File: src/hdl/dad_pkg.sv
// Shared constants, types and calendar functions for the date adder.
package dad_pkg;

  localparam int YEAR_BITS   = 16;
  localparam int COUNT_BITS  = 16;
  localparam int DAY_BITS    = 5;
  localparam int MONTH_BITS  = 4;
  localparam int REM_BITS    = 9;

  localparam int CYCLE_DAYS  = 146097;
  localparam int CYCLE_YEARS = 400;
  localparam int LEAP_PERIOD = 400;
  localparam int CENTURY     = 100;
  localparam int MONTHS      = 12;

  // Width that can hold both the day count and the 400-year day total.
  localparam int WIDE_BITS   = (COUNT_BITS > 18) ? COUNT_BITS : 18;

  localparam logic [MONTH_BITS-1:0] MONTH_JAN = MONTH_BITS'(1);
  localparam logic [MONTH_BITS-1:0] MONTH_FEB = MONTH_BITS'(2);
  localparam logic [MONTH_BITS-1:0] MONTH_APR = MONTH_BITS'(4);
  localparam logic [MONTH_BITS-1:0] MONTH_JUN = MONTH_BITS'(6);
  localparam logic [MONTH_BITS-1:0] MONTH_SEP = MONTH_BITS'(9);
  localparam logic [MONTH_BITS-1:0] MONTH_NOV = MONTH_BITS'(11);
  localparam logic [MONTH_BITS-1:0] MONTH_DEC = MONTH_BITS'(MONTHS);

  typedef enum logic [2:0] {
    ST_IDLE,
    ST_REM,
    ST_CHECK,
    ST_CYCLE,
    ST_MONTH,
    ST_DONE
  } state_e;

  // Leap test from the year taken modulo 400.
  function automatic logic is_leap(input logic [REM_BITS-1:0] r);
    logic by4;
    by4 = (r[1:0] == 2'b00);
    return by4 && (r != REM_BITS'(CENTURY)) && (r != REM_BITS'(2 * CENTURY))
           && (r != REM_BITS'(3 * CENTURY));
  endfunction

  function automatic logic [DAY_BITS-1:0] month_len(input logic [MONTH_BITS-1:0] m,
                                                     input logic leap);
    logic [DAY_BITS-1:0] len;
    unique case (m)
      MONTH_FEB: len = leap ? DAY_BITS'(29) : DAY_BITS'(28);
      MONTH_APR, MONTH_JUN, MONTH_SEP, MONTH_NOV: len = DAY_BITS'(30);
      default: len = DAY_BITS'(31);
    endcase
    return len;
  endfunction

endpackage

File: src/hdl/dad_rem400.sv
// Remainder of a year modulo 400 by reciprocal multiplication; the quotient is registered before the remainder.
module dad_rem400 (
  input  logic                                 clk_i,
  input  logic                                 rst_ni,
  input  logic                                 start_i,
  input  logic [dad_pkg::YEAR_BITS-1:0]        value_i,
  output logic                                 done_o,
  output logic [dad_pkg::REM_BITS-1:0]         rem_o
);

  localparam int YB    = dad_pkg::YEAR_BITS;
  localparam int RB    = dad_pkg::REM_BITS;
  // The year is 16 * x plus a low nibble, so year / 400 is x / 25. The quotient x / 25
  // comes from a multiply by 2^SHIFT / 25 rounded up, which is exact for x below 2^(YB-4).
  localparam int XB    = YB - 4;
  localparam int KB    = YB - 3;
  localparam int QB    = YB - 8;
  localparam int SHIFT = YB + 1;
  localparam int PB    = XB + KB;
  localparam longint unsigned RECIP = ((64'd1 << SHIFT) + 64'd24) / 64'd25;

  logic          busy_q;
  logic          quot_ok_q;
  logic [YB-1:0] value_q;
  logic [QB-1:0] quot_q;
  logic [PB-1:0] prod;
  logic [YB-1:0] back;
  logic [YB-1:0] diff;

  always_comb begin
    prod = PB'(value_q[YB-1:4]) * PB'(KB'(RECIP));
    back = YB'(quot_q) * YB'(dad_pkg::LEAP_PERIOD);
    diff = value_q - back;
  end

  // While busy, the quotient is registered first; then done_o presents the remainder.
  always_ff @(posedge clk_i or negedge rst_ni) begin
    if (!rst_ni) begin
      busy_q    <= 1'b0;
      quot_ok_q <= 1'b0;
    end else if (start_i) begin
      busy_q    <= 1'b1;
      quot_ok_q <= 1'b0;
    end else if (busy_q) begin
      if (quot_ok_q) begin
        busy_q    <= 1'b0;
        quot_ok_q <= 1'b0;
      end else begin
        quot_ok_q <= 1'b1;
      end
    end
  end

  always_ff @(posedge clk_i) begin
    if (start_i) begin
      value_q <= value_i;
    end
    if (busy_q && !quot_ok_q) begin
      quot_q <= prod[SHIFT +: QB];
    end
  end

  assign done_o = busy_q && quot_ok_q;
  assign rem_o  = diff[RB-1:0];

endmodule

File: src/hdl/date_add_days.sv
// Top level: sequencer that adds a day count to a Gregorian date.
//
//   channel  | handshake             | payload
//   ---------+-----------------------+----------------------------------------------
//   input    | in_valid_i/in_ready_o | start_day_i, start_month_i, start_year_i,
//            |                       | days_to_add_i
//   output   | out_valid_o/out_ready_i | end_day_o, end_month_o, end_year_o,
//            |                       | date_invalid_o, year_overflow_o
//
// A valid item runs through the year modulo 400, the date check, one block step per
// 146097-day block and a month step per whole month crossed, then the output load; a
// year wrap in a block step runs the year modulo 400 again. An invalid date skips on to
// the output load. Months are stepped through the single compare-and-subtract unit.
// in_ready_o is high only while the sequencer is idle; a finished result waits in the
// output register and a new item may be taken meanwhile.
// Reset clears the sequencer and the output valid; nothing else needs clearing.
module date_add_days (
  input  logic                                clk_i,
  input  logic                                rst_ni,
  input  logic                                in_valid_i,
  output logic                                in_ready_o,
  input  logic [dad_pkg::DAY_BITS-1:0]        start_day_i,
  input  logic [dad_pkg::MONTH_BITS-1:0]      start_month_i,
  input  logic [dad_pkg::YEAR_BITS-1:0]       start_year_i,
  input  logic [dad_pkg::COUNT_BITS-1:0]      days_to_add_i,
  output logic                                out_valid_o,
  input  logic                                out_ready_i,
  output logic [dad_pkg::DAY_BITS-1:0]        end_day_o,
  output logic [dad_pkg::MONTH_BITS-1:0]      end_month_o,
  output logic [dad_pkg::YEAR_BITS-1:0]       end_year_o,
  output logic                                date_invalid_o,
  output logic                                year_overflow_o
);

  localparam int YB = dad_pkg::YEAR_BITS;
  localparam int CB = dad_pkg::COUNT_BITS;
  localparam int DB = dad_pkg::DAY_BITS;
  localparam int MB = dad_pkg::MONTH_BITS;
  localparam int RB = dad_pkg::REM_BITS;
  localparam int WB = dad_pkg::WIDE_BITS;

  dad_pkg::state_e state_q, state_d;

  logic [DB-1:0] d_q, d_d;
  logic [MB-1:0] m_q, m_d;
  logic [YB-1:0] y_q, y_d;
  logic [CB-1:0] left_q, left_d;
  logic [RB-1:0] r_q, r_d;
  logic          ovf_q, ovf_d;
  logic          bad_q, bad_d;
  logic          checked_q, checked_d;

  logic          out_valid_q;
  logic [DB-1:0] out_day_q;
  logic [MB-1:0] out_month_q;
  logic [YB-1:0] out_year_q;
  logic          out_bad_q;
  logic          out_ovf_q;
  logic          out_load;

  logic          rem_start;
  logic [YB-1:0] rem_val;
  logic          rem_done;
  logic [RB-1:0] rem_out;

  logic          leap;
  logic [DB-1:0] mlen;
  logic [DB-1:0] rest;
  logic [YB:0]   y_inc;
  logic [YB:0]   y_cyc;
  logic [WB-1:0] left_wide;
  logic [WB-1:0] left_cyc;

  dad_rem400 u_rem (
    .clk_i   (clk_i),
    .rst_ni  (rst_ni),
    .start_i (rem_start),
    .value_i (rem_val),
    .done_o  (rem_done),
    .rem_o   (rem_out)
  );

  always_comb begin
    leap      = dad_pkg::is_leap(r_q);
    mlen      = dad_pkg::month_len(m_q, leap);
    rest      = mlen - d_q;
    y_inc     = {1'b0, y_q} + (YB + 1)'(1);
    y_cyc     = {1'b0, y_q} + (YB + 1)'(dad_pkg::CYCLE_YEARS);
    left_wide = WB'(left_q);
    left_cyc  = left_wide - WB'(dad_pkg::CYCLE_DAYS);
  end

  always_comb begin
    state_d   = state_q;
    d_d       = d_q;
    m_d       = m_q;
    y_d       = y_q;
    left_d    = left_q;
    r_d       = r_q;
    ovf_d     = ovf_q;
    bad_d     = bad_q;
    checked_d = checked_q;
    rem_start = 1'b0;
    rem_val   = y_q;
    out_load  = 1'b0;

    unique case (state_q)
      dad_pkg::ST_IDLE: begin
        if (in_valid_i) begin
          d_d       = start_day_i;
          m_d       = start_month_i;
          y_d       = start_year_i;
          left_d    = days_to_add_i;
          ovf_d     = 1'b0;
          bad_d     = 1'b0;
          checked_d = 1'b0;
          rem_start = 1'b1;
          rem_val   = start_year_i;
          state_d   = dad_pkg::ST_REM;
        end
      end
      dad_pkg::ST_REM: begin
        if (rem_done) begin
          r_d     = rem_out;
          state_d = checked_q ? dad_pkg::ST_CYCLE : dad_pkg::ST_CHECK;
        end
      end
      dad_pkg::ST_CHECK: begin
        checked_d = 1'b1;
        if ((d_q == '0) || (m_q == '0) || (m_q > dad_pkg::MONTH_DEC) || (d_q > mlen)) begin
          bad_d   = 1'b1;
          state_d = dad_pkg::ST_DONE;
        end else begin
          state_d = dad_pkg::ST_CYCLE;
        end
      end
      dad_pkg::ST_CYCLE: begin
        // Whole 400-year blocks keep the leap phase unless the year wraps.
        if (left_wide >= WB'(dad_pkg::CYCLE_DAYS)) begin
          left_d = left_cyc[CB-1:0];
          y_d    = y_cyc[YB-1:0];
          if (y_cyc[YB]) begin
            ovf_d     = 1'b1;
            rem_start = 1'b1;
            rem_val   = y_cyc[YB-1:0];
            state_d   = dad_pkg::ST_REM;
          end
        end else begin
          state_d = dad_pkg::ST_MONTH;
        end
      end
      dad_pkg::ST_MONTH: begin
        if (left_q == '0) begin
          state_d = dad_pkg::ST_DONE;
        end else if (left_q > CB'(rest)) begin
          left_d = left_q - CB'(rest) - CB'(1);
          d_d    = DB'(1);
          if (m_q == dad_pkg::MONTH_DEC) begin
            m_d = dad_pkg::MONTH_JAN;
            y_d = y_inc[YB-1:0];
            if (y_inc[YB]) begin
              ovf_d = 1'b1;
              r_d   = '0;
            end else if (r_q == RB'(dad_pkg::LEAP_PERIOD - 1)) begin
              r_d = '0;
            end else begin
              r_d = r_q + RB'(1);
            end
          end else begin
            m_d = m_q + MB'(1);
          end
        end else begin
          d_d     = d_q + left_q[DB-1:0];
          left_d  = '0;
          state_d = dad_pkg::ST_DONE;
        end
      end
      dad_pkg::ST_DONE: begin
        if (!out_valid_q || out_ready_i) begin
          out_load = 1'b1;
          state_d  = dad_pkg::ST_IDLE;
        end
      end
      default: begin
        state_d = dad_pkg::ST_IDLE;
      end
    endcase
  end

  always_ff @(posedge clk_i or negedge rst_ni) begin
    if (!rst_ni) begin
      state_q     <= dad_pkg::ST_IDLE;
      out_valid_q <= 1'b0;
    end else begin
      state_q <= state_d;
      if (out_load) begin
        out_valid_q <= 1'b1;
      end else if (out_ready_i) begin
        out_valid_q <= 1'b0;
      end
    end
  end

  always_ff @(posedge clk_i) begin
    d_q       <= d_d;
    m_q       <= m_d;
    y_q       <= y_d;
    left_q    <= left_d;
    r_q       <= r_d;
    ovf_q     <= ovf_d;
    bad_q     <= bad_d;
    checked_q <= checked_d;
    if (out_load) begin
      out_day_q   <= d_q;
      out_month_q <= m_q;
      out_year_q  <= y_q;
      out_bad_q   <= bad_q;
      out_ovf_q   <= ovf_q;
    end
  end

  assign in_ready_o      = (state_q == dad_pkg::ST_IDLE);
  assign out_valid_o     = out_valid_q;
  assign end_day_o       = out_day_q;
  assign end_month_o     = out_month_q;
  assign end_year_o      = out_year_q;
  assign date_invalid_o  = out_bad_q;
  assign year_overflow_o = out_ovf_q;

  // A valid result always has a nonzero day and a month from 1 to 12.
  assert property (@(posedge clk_i) disable iff (!rst_ni)
    (out_valid_o && !date_invalid_o) |->
      (end_day_o != '0) && (end_month_o != '0) && (end_month_o <= dad_pkg::MONTH_DEC))
    else $error("result date out of range");

  // A rejected start date never reports a year overflow.
  assert property (@(posedge clk_i) disable iff (!rst_ni)
    (out_valid_o && date_invalid_o) |-> !year_overflow_o)
    else $error("overflow flagged on an invalid date");

  // The remainder unit only finishes while the sequencer waits for it.
  assert property (@(posedge clk_i) disable iff (!rst_ni)
    rem_done |-> (state_q == dad_pkg::ST_REM))
    else $error("remainder finished outside its wait state");

  // The year phase stays below 400 while months are stepped.
  assert property (@(posedge clk_i) disable iff (!rst_ni)
    (state_q == dad_pkg::ST_MONTH) |-> (r_q < RB'(dad_pkg::LEAP_PERIOD)))
    else $error("year phase out of range");

  // The day never passes the length of its month while stepping.
  assert property (@(posedge clk_i) disable iff (!rst_ni)
    (state_q == dad_pkg::ST_MONTH) |-> (d_q <= mlen) && (d_q != '0))
    else $error("working day outside its month");

endmodule
File: config.mk
export PLATFORM = sky130hd
export DESIGN_NAME = date_add_days
export DESIGN_NICKNAME = d
export VERILOG_FILES = /design/src/hdl/dad_pkg.sv /design/src/hdl/dad_rem400.sv /design/src/hdl/date_add_days.sv
export SDC_FILE = /design/constraint.sdc
export NUM_CORES = 1
export LEC_CHECK = 0
export ABC_CLOCK_PERIOD_IN_PS = 5280
export BUFFER_PORTS_ARGS = -buffer_cell sky130_fd_sc_hd__buf_2
export CAP_MARGIN = 5
export CORE_MARGIN = 2
export CORE_UTILIZATION = 32
export CTS_BUF_LIST = sky130_fd_sc_hd__clkbuf_2
export CTS_CLUSTER_SIZE = 20
export DETAILED_ROUTE_END_ITERATION = 10
export HOLD_SLACK_MARGIN = 0.05
export PLACE_DENSITY_LB_ADDON = 0.12
export SLEW_MARGIN = 20
export SYNTH_ARGS = -nofsm -noshare
export SYNTH_HDL_FRONTEND = slang
export SYNTH_SLANG_ARGS = --single-unit
File: constraint.sdc
create_clock -name clk_i -period 5.28 [get_ports clk_i]
set_input_delay 0.264 -clock clk_i [delete_from_list [all_inputs] [get_ports clk_i]]
set_output_delay 0.264 -clock clk_i [all_outputs]
set_load 0.01 [all_outputs]
Word level (Yosys, flattened, before mapping):

Cells that the tools add are included.

* add/subtract/negate cells: 10
* multipliers: 2
* magnitude comparators: 4
* equal/unequal tests: 27
* mux-type cells: 66
* reduce and logical (&&, ||, !) cells: 32

Operators by type and width (number)
* 2-to-1 mux 16 bit: 11
* case mux 16 bit (3 select lines): 2
* 2-to-1 mux 9 bit: 6
* case mux 16 bit (2 select lines): 1
* multiplier 12 x 13 -> 25 bit, second input constant: 1
* 2-to-1 mux 3 bit: 8
* 2-to-1 mux 1 bit: 22
* inequality test 2 bit, second input constant: 10
* greater-or-equal comparator 16 x 18 -> 1 bit, second input constant: 1
* case mux 3 bit (6 select lines): 1
* case mux 9 bit (2 select lines): 1
* adder 16 x 1 -> 17 bit, second input constant: 1
* adder 16 x 9 -> 17 bit, second input constant: 1
* greater-than comparator 16 x 5 -> 1 bit: 1
* logical NOT 16 bit: 1
* 2-to-1 mux 4 bit: 4
* subtractor 16 x 1 -> 16 bit, second input constant: 1
* subtractor 16 x 14 -> 16 bit, second input constant: 1
* subtractor 16 x 5 -> 16 bit: 1
* 2-to-1 mux 5 bit: 3
* AND reduction 5 bit: 3
* equality test 4 bit, second input constant: 3
* case mux 5 bit (2 select lines): 1
* nonzero test 2 bit: 5
* other kinds (35): 51

* bits in registers: 110
* input port bits: 45

Logic depth before layout (Yosys ltp):

* depth after elaboration: 12
* mapped depth: 19
* depth with buffers taken out: 18

By module:

From an unflattened synthesis, not the netlist that was laid out.

* cell total of the unflattened synthesis: 891
* area, all modules: 9024.9 sq um

By module, submodules not included
* date_add_days: times used 1, cells each 568, area each 5579.1 sq um
* dad_rem400: times used 1, cells each 323, area each 3445.8 sq um

Worst setup path before layout:

No wires, ideal clock.

* path kind: register to register
* start: register r_q[5]
* end: register ovf_q (enable)
* library setup time: 298 ps
* arrival time: 4696 ps
* required time: 4982 ps
* setup slack: 286 ps
* stages on the path, launching flop included: 17
* path buffers: 1
* period minus slack after synthesis: 4994 ps
* cells stage by stage: edfxtp_1 -> clkbuf_1 -> nor4bb_1 -> o211ai_1 -> o2111ai_1 -> a221oi_1 -> a21oi_1 -> ha_1 -> fa_1 -> xor2_1 -> ha_1 -> o21ai_0 -> a21o_1 -> a21oi_1 -> a21oi_1 -> o41ai_1 -> and2_1

* longest elaborated chain between the ends: 10

RTL lines
* start: declaration: line date_add_days.sv:48 `logic [RB-1:0] r_q, r_d;`
* start signal: assignment: line date_add_days.sv:209 `r_q <= r_d;`
* inequality test 9 x 7 -> 1 bit: line dad_pkg.sv:40 `return by4 && (r != REM_BITS'(CENTURY)) && (r != REM_BITS'(2 * CENTURY))`
* logical AND 1 bit (2 in series): line dad_pkg.sv:40
* logical AND 1 bit *: line dad_pkg.sv:41 `&& (r != REM_BITS'(3 * CENTURY));`
* 2-to-1 mux 1 bit *: line dad_pkg.sv:48 `MONTH_FEB: len = leap ? DAY_BITS'(29) : DAY_BITS'(28);`
* case mux 2 bit (2 select lines) *: line dad_pkg.sv:47 `unique case (m)`
* subtractor 5 bit *: line date_add_days.sv:86 `rest = mlen - d_q;`
* greater-than comparator 16 x 5 -> 1 bit *: line date_add_days.sv:155 `end else if (left_q > CB'(rest)) begin`
* inequality test 2 bit (no source line) *
* AND reduction 8 bit (no source line) *
* end signal: assignment: line date_add_days.sv:210 `ovf_q <= ovf_d;`
* end: declaration: line date_add_days.sv:49 `logic ovf_q, ovf_d;`

Mark *: on every way between the ends. The rest lies on a longest branch, timed or not.
A chain may end at the register's enable or synchronous reset.

Final worst setup path:

* start: register u_rem.value_q[14]
* end: register u_rem.quot_q[3], data pin

* longest elaborated chain between the ends: 1

RTL lines
* start: declaration: line dad_rem400.sv:24 `logic [YB-1:0] value_q;`
* start signal: assignment: line dad_rem400.sv:56 `value_q <= value_i;`
* multiplier 12 x 13 -> 25 bit: line dad_rem400.sv:31 `prod = PB'(value_q[YB-1:4]) * PB'(KB'(RECIP));`
* named net u_rem.prod[20]: line dad_rem400.sv:26 `logic [PB-1:0] prod;`
* end signal: assignment: line dad_rem400.sv:59 `quot_q <= prod[SHIFT +: QB];`
* end: declaration: line dad_rem400.sv:25 `logic [QB-1:0] quot_q;`

The timed path passes the listed nets, and every way through them passes these cells.

==> flow_summary.ini <==
[run_status]
status = complete, no violations

[logic_synthesis]
ys_ff_latch = 107
synth_edf_count = 101
synth_top_cell_area_share = 0.343
avgSynthCellArea_um2 = 10.5
synthTopCellsByArea = edfxtp_1 34%, ha_1 14%, fa_1 11%
synth_area_leader_cell = edfxtp_1
syn_area_mm2 = 0.00884
synthesis.nets = 1031
yosysSeqAreaShare = 0.360
post_synth_num_cell_types = 71
async_reset_ff_frac = 0.0561
yosys_warnings = 0
ys.flop_type = edfxtp_1
postSynthCellCount = 840

[timing]
worstMarginPinSlew_ps = 1080
setup_violations = 0
slew_viol_final = 0
relSlewSlack = 0.273
fin_setup_tns_ps = 0
fin_crit_sh = 0.944
fmax_ghz = 0.201
rsz0062_at_grt = no
fin_worst_skew_ps = 47.4
min_period_ps = 4990
hold_viol = 0

[routing]
drtIter0Drc = 250
dr.pass1.iters = 5
wl_per_cell_um = 17.2
postRouteAntennaNets = 0
drc = 0
finalWirelength_um = 22400
vias = 6517
via_per_inst = 5.01

[power_and_ir_drop]
max-vdd-ir-drop_v = 0.000422
p_int_mw = 3.67
switching_share = 0.478
power.switching_mw = 3.37
seq_power_share = 0.238
leakagePower_nw = 4.31
pwr-share-comb = 0.704
clkPwrFrac = 0.058
power_density_mw_per_mm2 = 690

[grt]
grt_max_degree = 39
grt_pass1_vias = 6668
overflow = 0
antenna_found_initial = 1
grt_usage = 0.162
grt_pass1_wl_um = 36500

[placement]
dp_hpwl_um = 16900
io_buffers = 73
place_congestion = 0.787

[cts]
cts.clk_slew.worst_paths_ps = 350
clkSinkCount = 107
clkLatencyLatePin_ps = 660
clk_path_buf_depth = 2
numCtsBuffers = 9
clock-root-buffer = clkbuf_2
cts_tree = yes
h-tree-depth = 3

[min_path]
hp-class = input port to register

[floorplanning]
start_util = 0.327
pin_count = 74
core_region_area_mm2 = 0.0270
die_y_um = 170
die_w_um = 170
dieArea_mm2 = 0.0290
num_rows = 60

[finish]
fin_util = 0.377
fin_nets = 1145
drive_gt1_frac = 0.152
mostFrequentLayoutCells = 101 x inv_1, 101 x edfxtp_1, 97 x ha_1, 73 x buf_2, 59 x nand2_1
syn_to_final_growth_pct = 15.4

[setup_path]
r2r_end = u_rem.quot_q[3]
start_kind = register
crit_type = register to register
end_kind = register
cp.required_ps = 5820
arrival_ps = 5520
timing.rr.start = u_rem.value_q[14]
cp_max_fo = 4
r2r_slack_ps = 290
reg2regPathDepth = 14
cp-startpoint = u_rem.value_q[14]
crit_end = u_rem.quot_q[3]

[run]
maxCapViolCount = 0
[worst min path at each step]
stage                           startpoint            to  slack, ps  depth (start not counted)
after floorplan                     rst_ni   out_valid_o        -30                          0
after global placement              rst_ni  u_rem.busy_q        120                          1
after CTS                 start_month_i[2]        m_q[2]        330                          4
after global routing      start_month_i[1]        m_q[1]        340                          4
final                     days_to_add_i[6]     left_q[6]        380                          4
after detailed placement            rst_ni  u_rem.busy_q        120                          1
[Yosys cell counts (all sizes together) (7+ instances only)]
master	instances
ha	97
o21ai	49
buf	12
nor2	48
clkbuf	22
a221o	10
xnor2	34
o22ai	10
a22oi	8
a21o	12
o221ai	7
a21oi	31
or2	7
xor2	25
nand2	60
inv	102
edfxtp	101
nor3	9
nand4	8
o21a	7
mux2	15
fa	49
nand3	19
[cell type report]
class                      count  area [um2]
inverter                     102         383
timing repair buffer         137         958
antenna                        1        2.50
fill                        2740       16800
sequential                   107        3180
multi-input combinational    597        5130
clock buffer                   9        45.0
clock inverter                 7        67.6
tap                          341         427
[what timing repair did]
item                                    in CTS  in global routing
endpoints found under the hold margin       66                  0
resized for setup                            0                  1
buffers inserted                             0                  6
endpoints found under the setup margin       0                  2
hold buffers                                45                  0
[registers in the layout, indices dropped and copies added, names as in the netlist, 3 cells and up]
register / count
d_q: 5
end_day_o: 5
end_month_o: 4
end_year_o: 16
left_q: 16
m_q: 4
r_q: 9
state_q: 3
u_rem.quot_q: 5
u_rem.value_q: 16
y_q: 16
[through the flow]
stage | hold WS [ps] | total power, mW | setup WS, ps | std cells | area (um2)
5_1_grt | 343 | 8.03 | 14.7 | 1301 | 10200
4_1_cts | 327 | 7.14 | 117 | 1294 | 10100
2_1_floorplan | -31.6 | 5.39 | 286 | 840 | 8840
3_5_place_dp | 118 | 6.66 | 185 | 1233 | 9590
6_report | 378 | 7.04 | 294 | 1301 | 10200
3_3_place_gp | 118 | 6.67 | 232 | 1233 | 9590
[logic make-up (layout without fill, tap and decap cells)]
logic type | Yosys count | after routing | synth area share
flops | 107 | 107 | 0.360
simple gates | 190 | 190 | 0.108
xor+xnor | 59 | 59 | 0.0585
other cells | 0 | 1 | 0
mux | 21 | 21 | 0.0259
fa+ha+maj | 146 | 146 | 0.248
buf+inv | 136 | 255 | 0.0609
compound gates | 181 | 181 | 0.138
[worst max-delay path: stages, from the launching register on]
cell and delay (ps):
edfxtp_1 530, fa_1 560, inv_1 60, fa_1 500, inv_1 50, fa_1 500, fa_1 510, fa_1 490
ha_1 340, a21oi_1 140, o21ai_1 140, o21ai_0 180, o311ai_0 180, or4b_2 640, nand3_1 100
[power groups by stage]
stage	Clock, mW	Combinational (mW)	Sequential (mW)
after floorplan	0	3.82	1.57
after detailed placement	0	4.96	1.70
final	0.409	4.95	1.68
after global routing	0.455	5.86	1.72
after CTS	0.427	5.03	1.68
after global placement	0	4.97	1.70
[metal layers]
layer  global-route usage  vias to the layer above  wire length [um]
met5                    0                        -                 0
met4               0.0364                        0               210
met3               0.0165                       14               521
met2                0.269                       80             10600
met1                0.227                     3195             11000
li1                     -                     3228                 -
No activity file was read; power rests on OpenSTA's default activity.
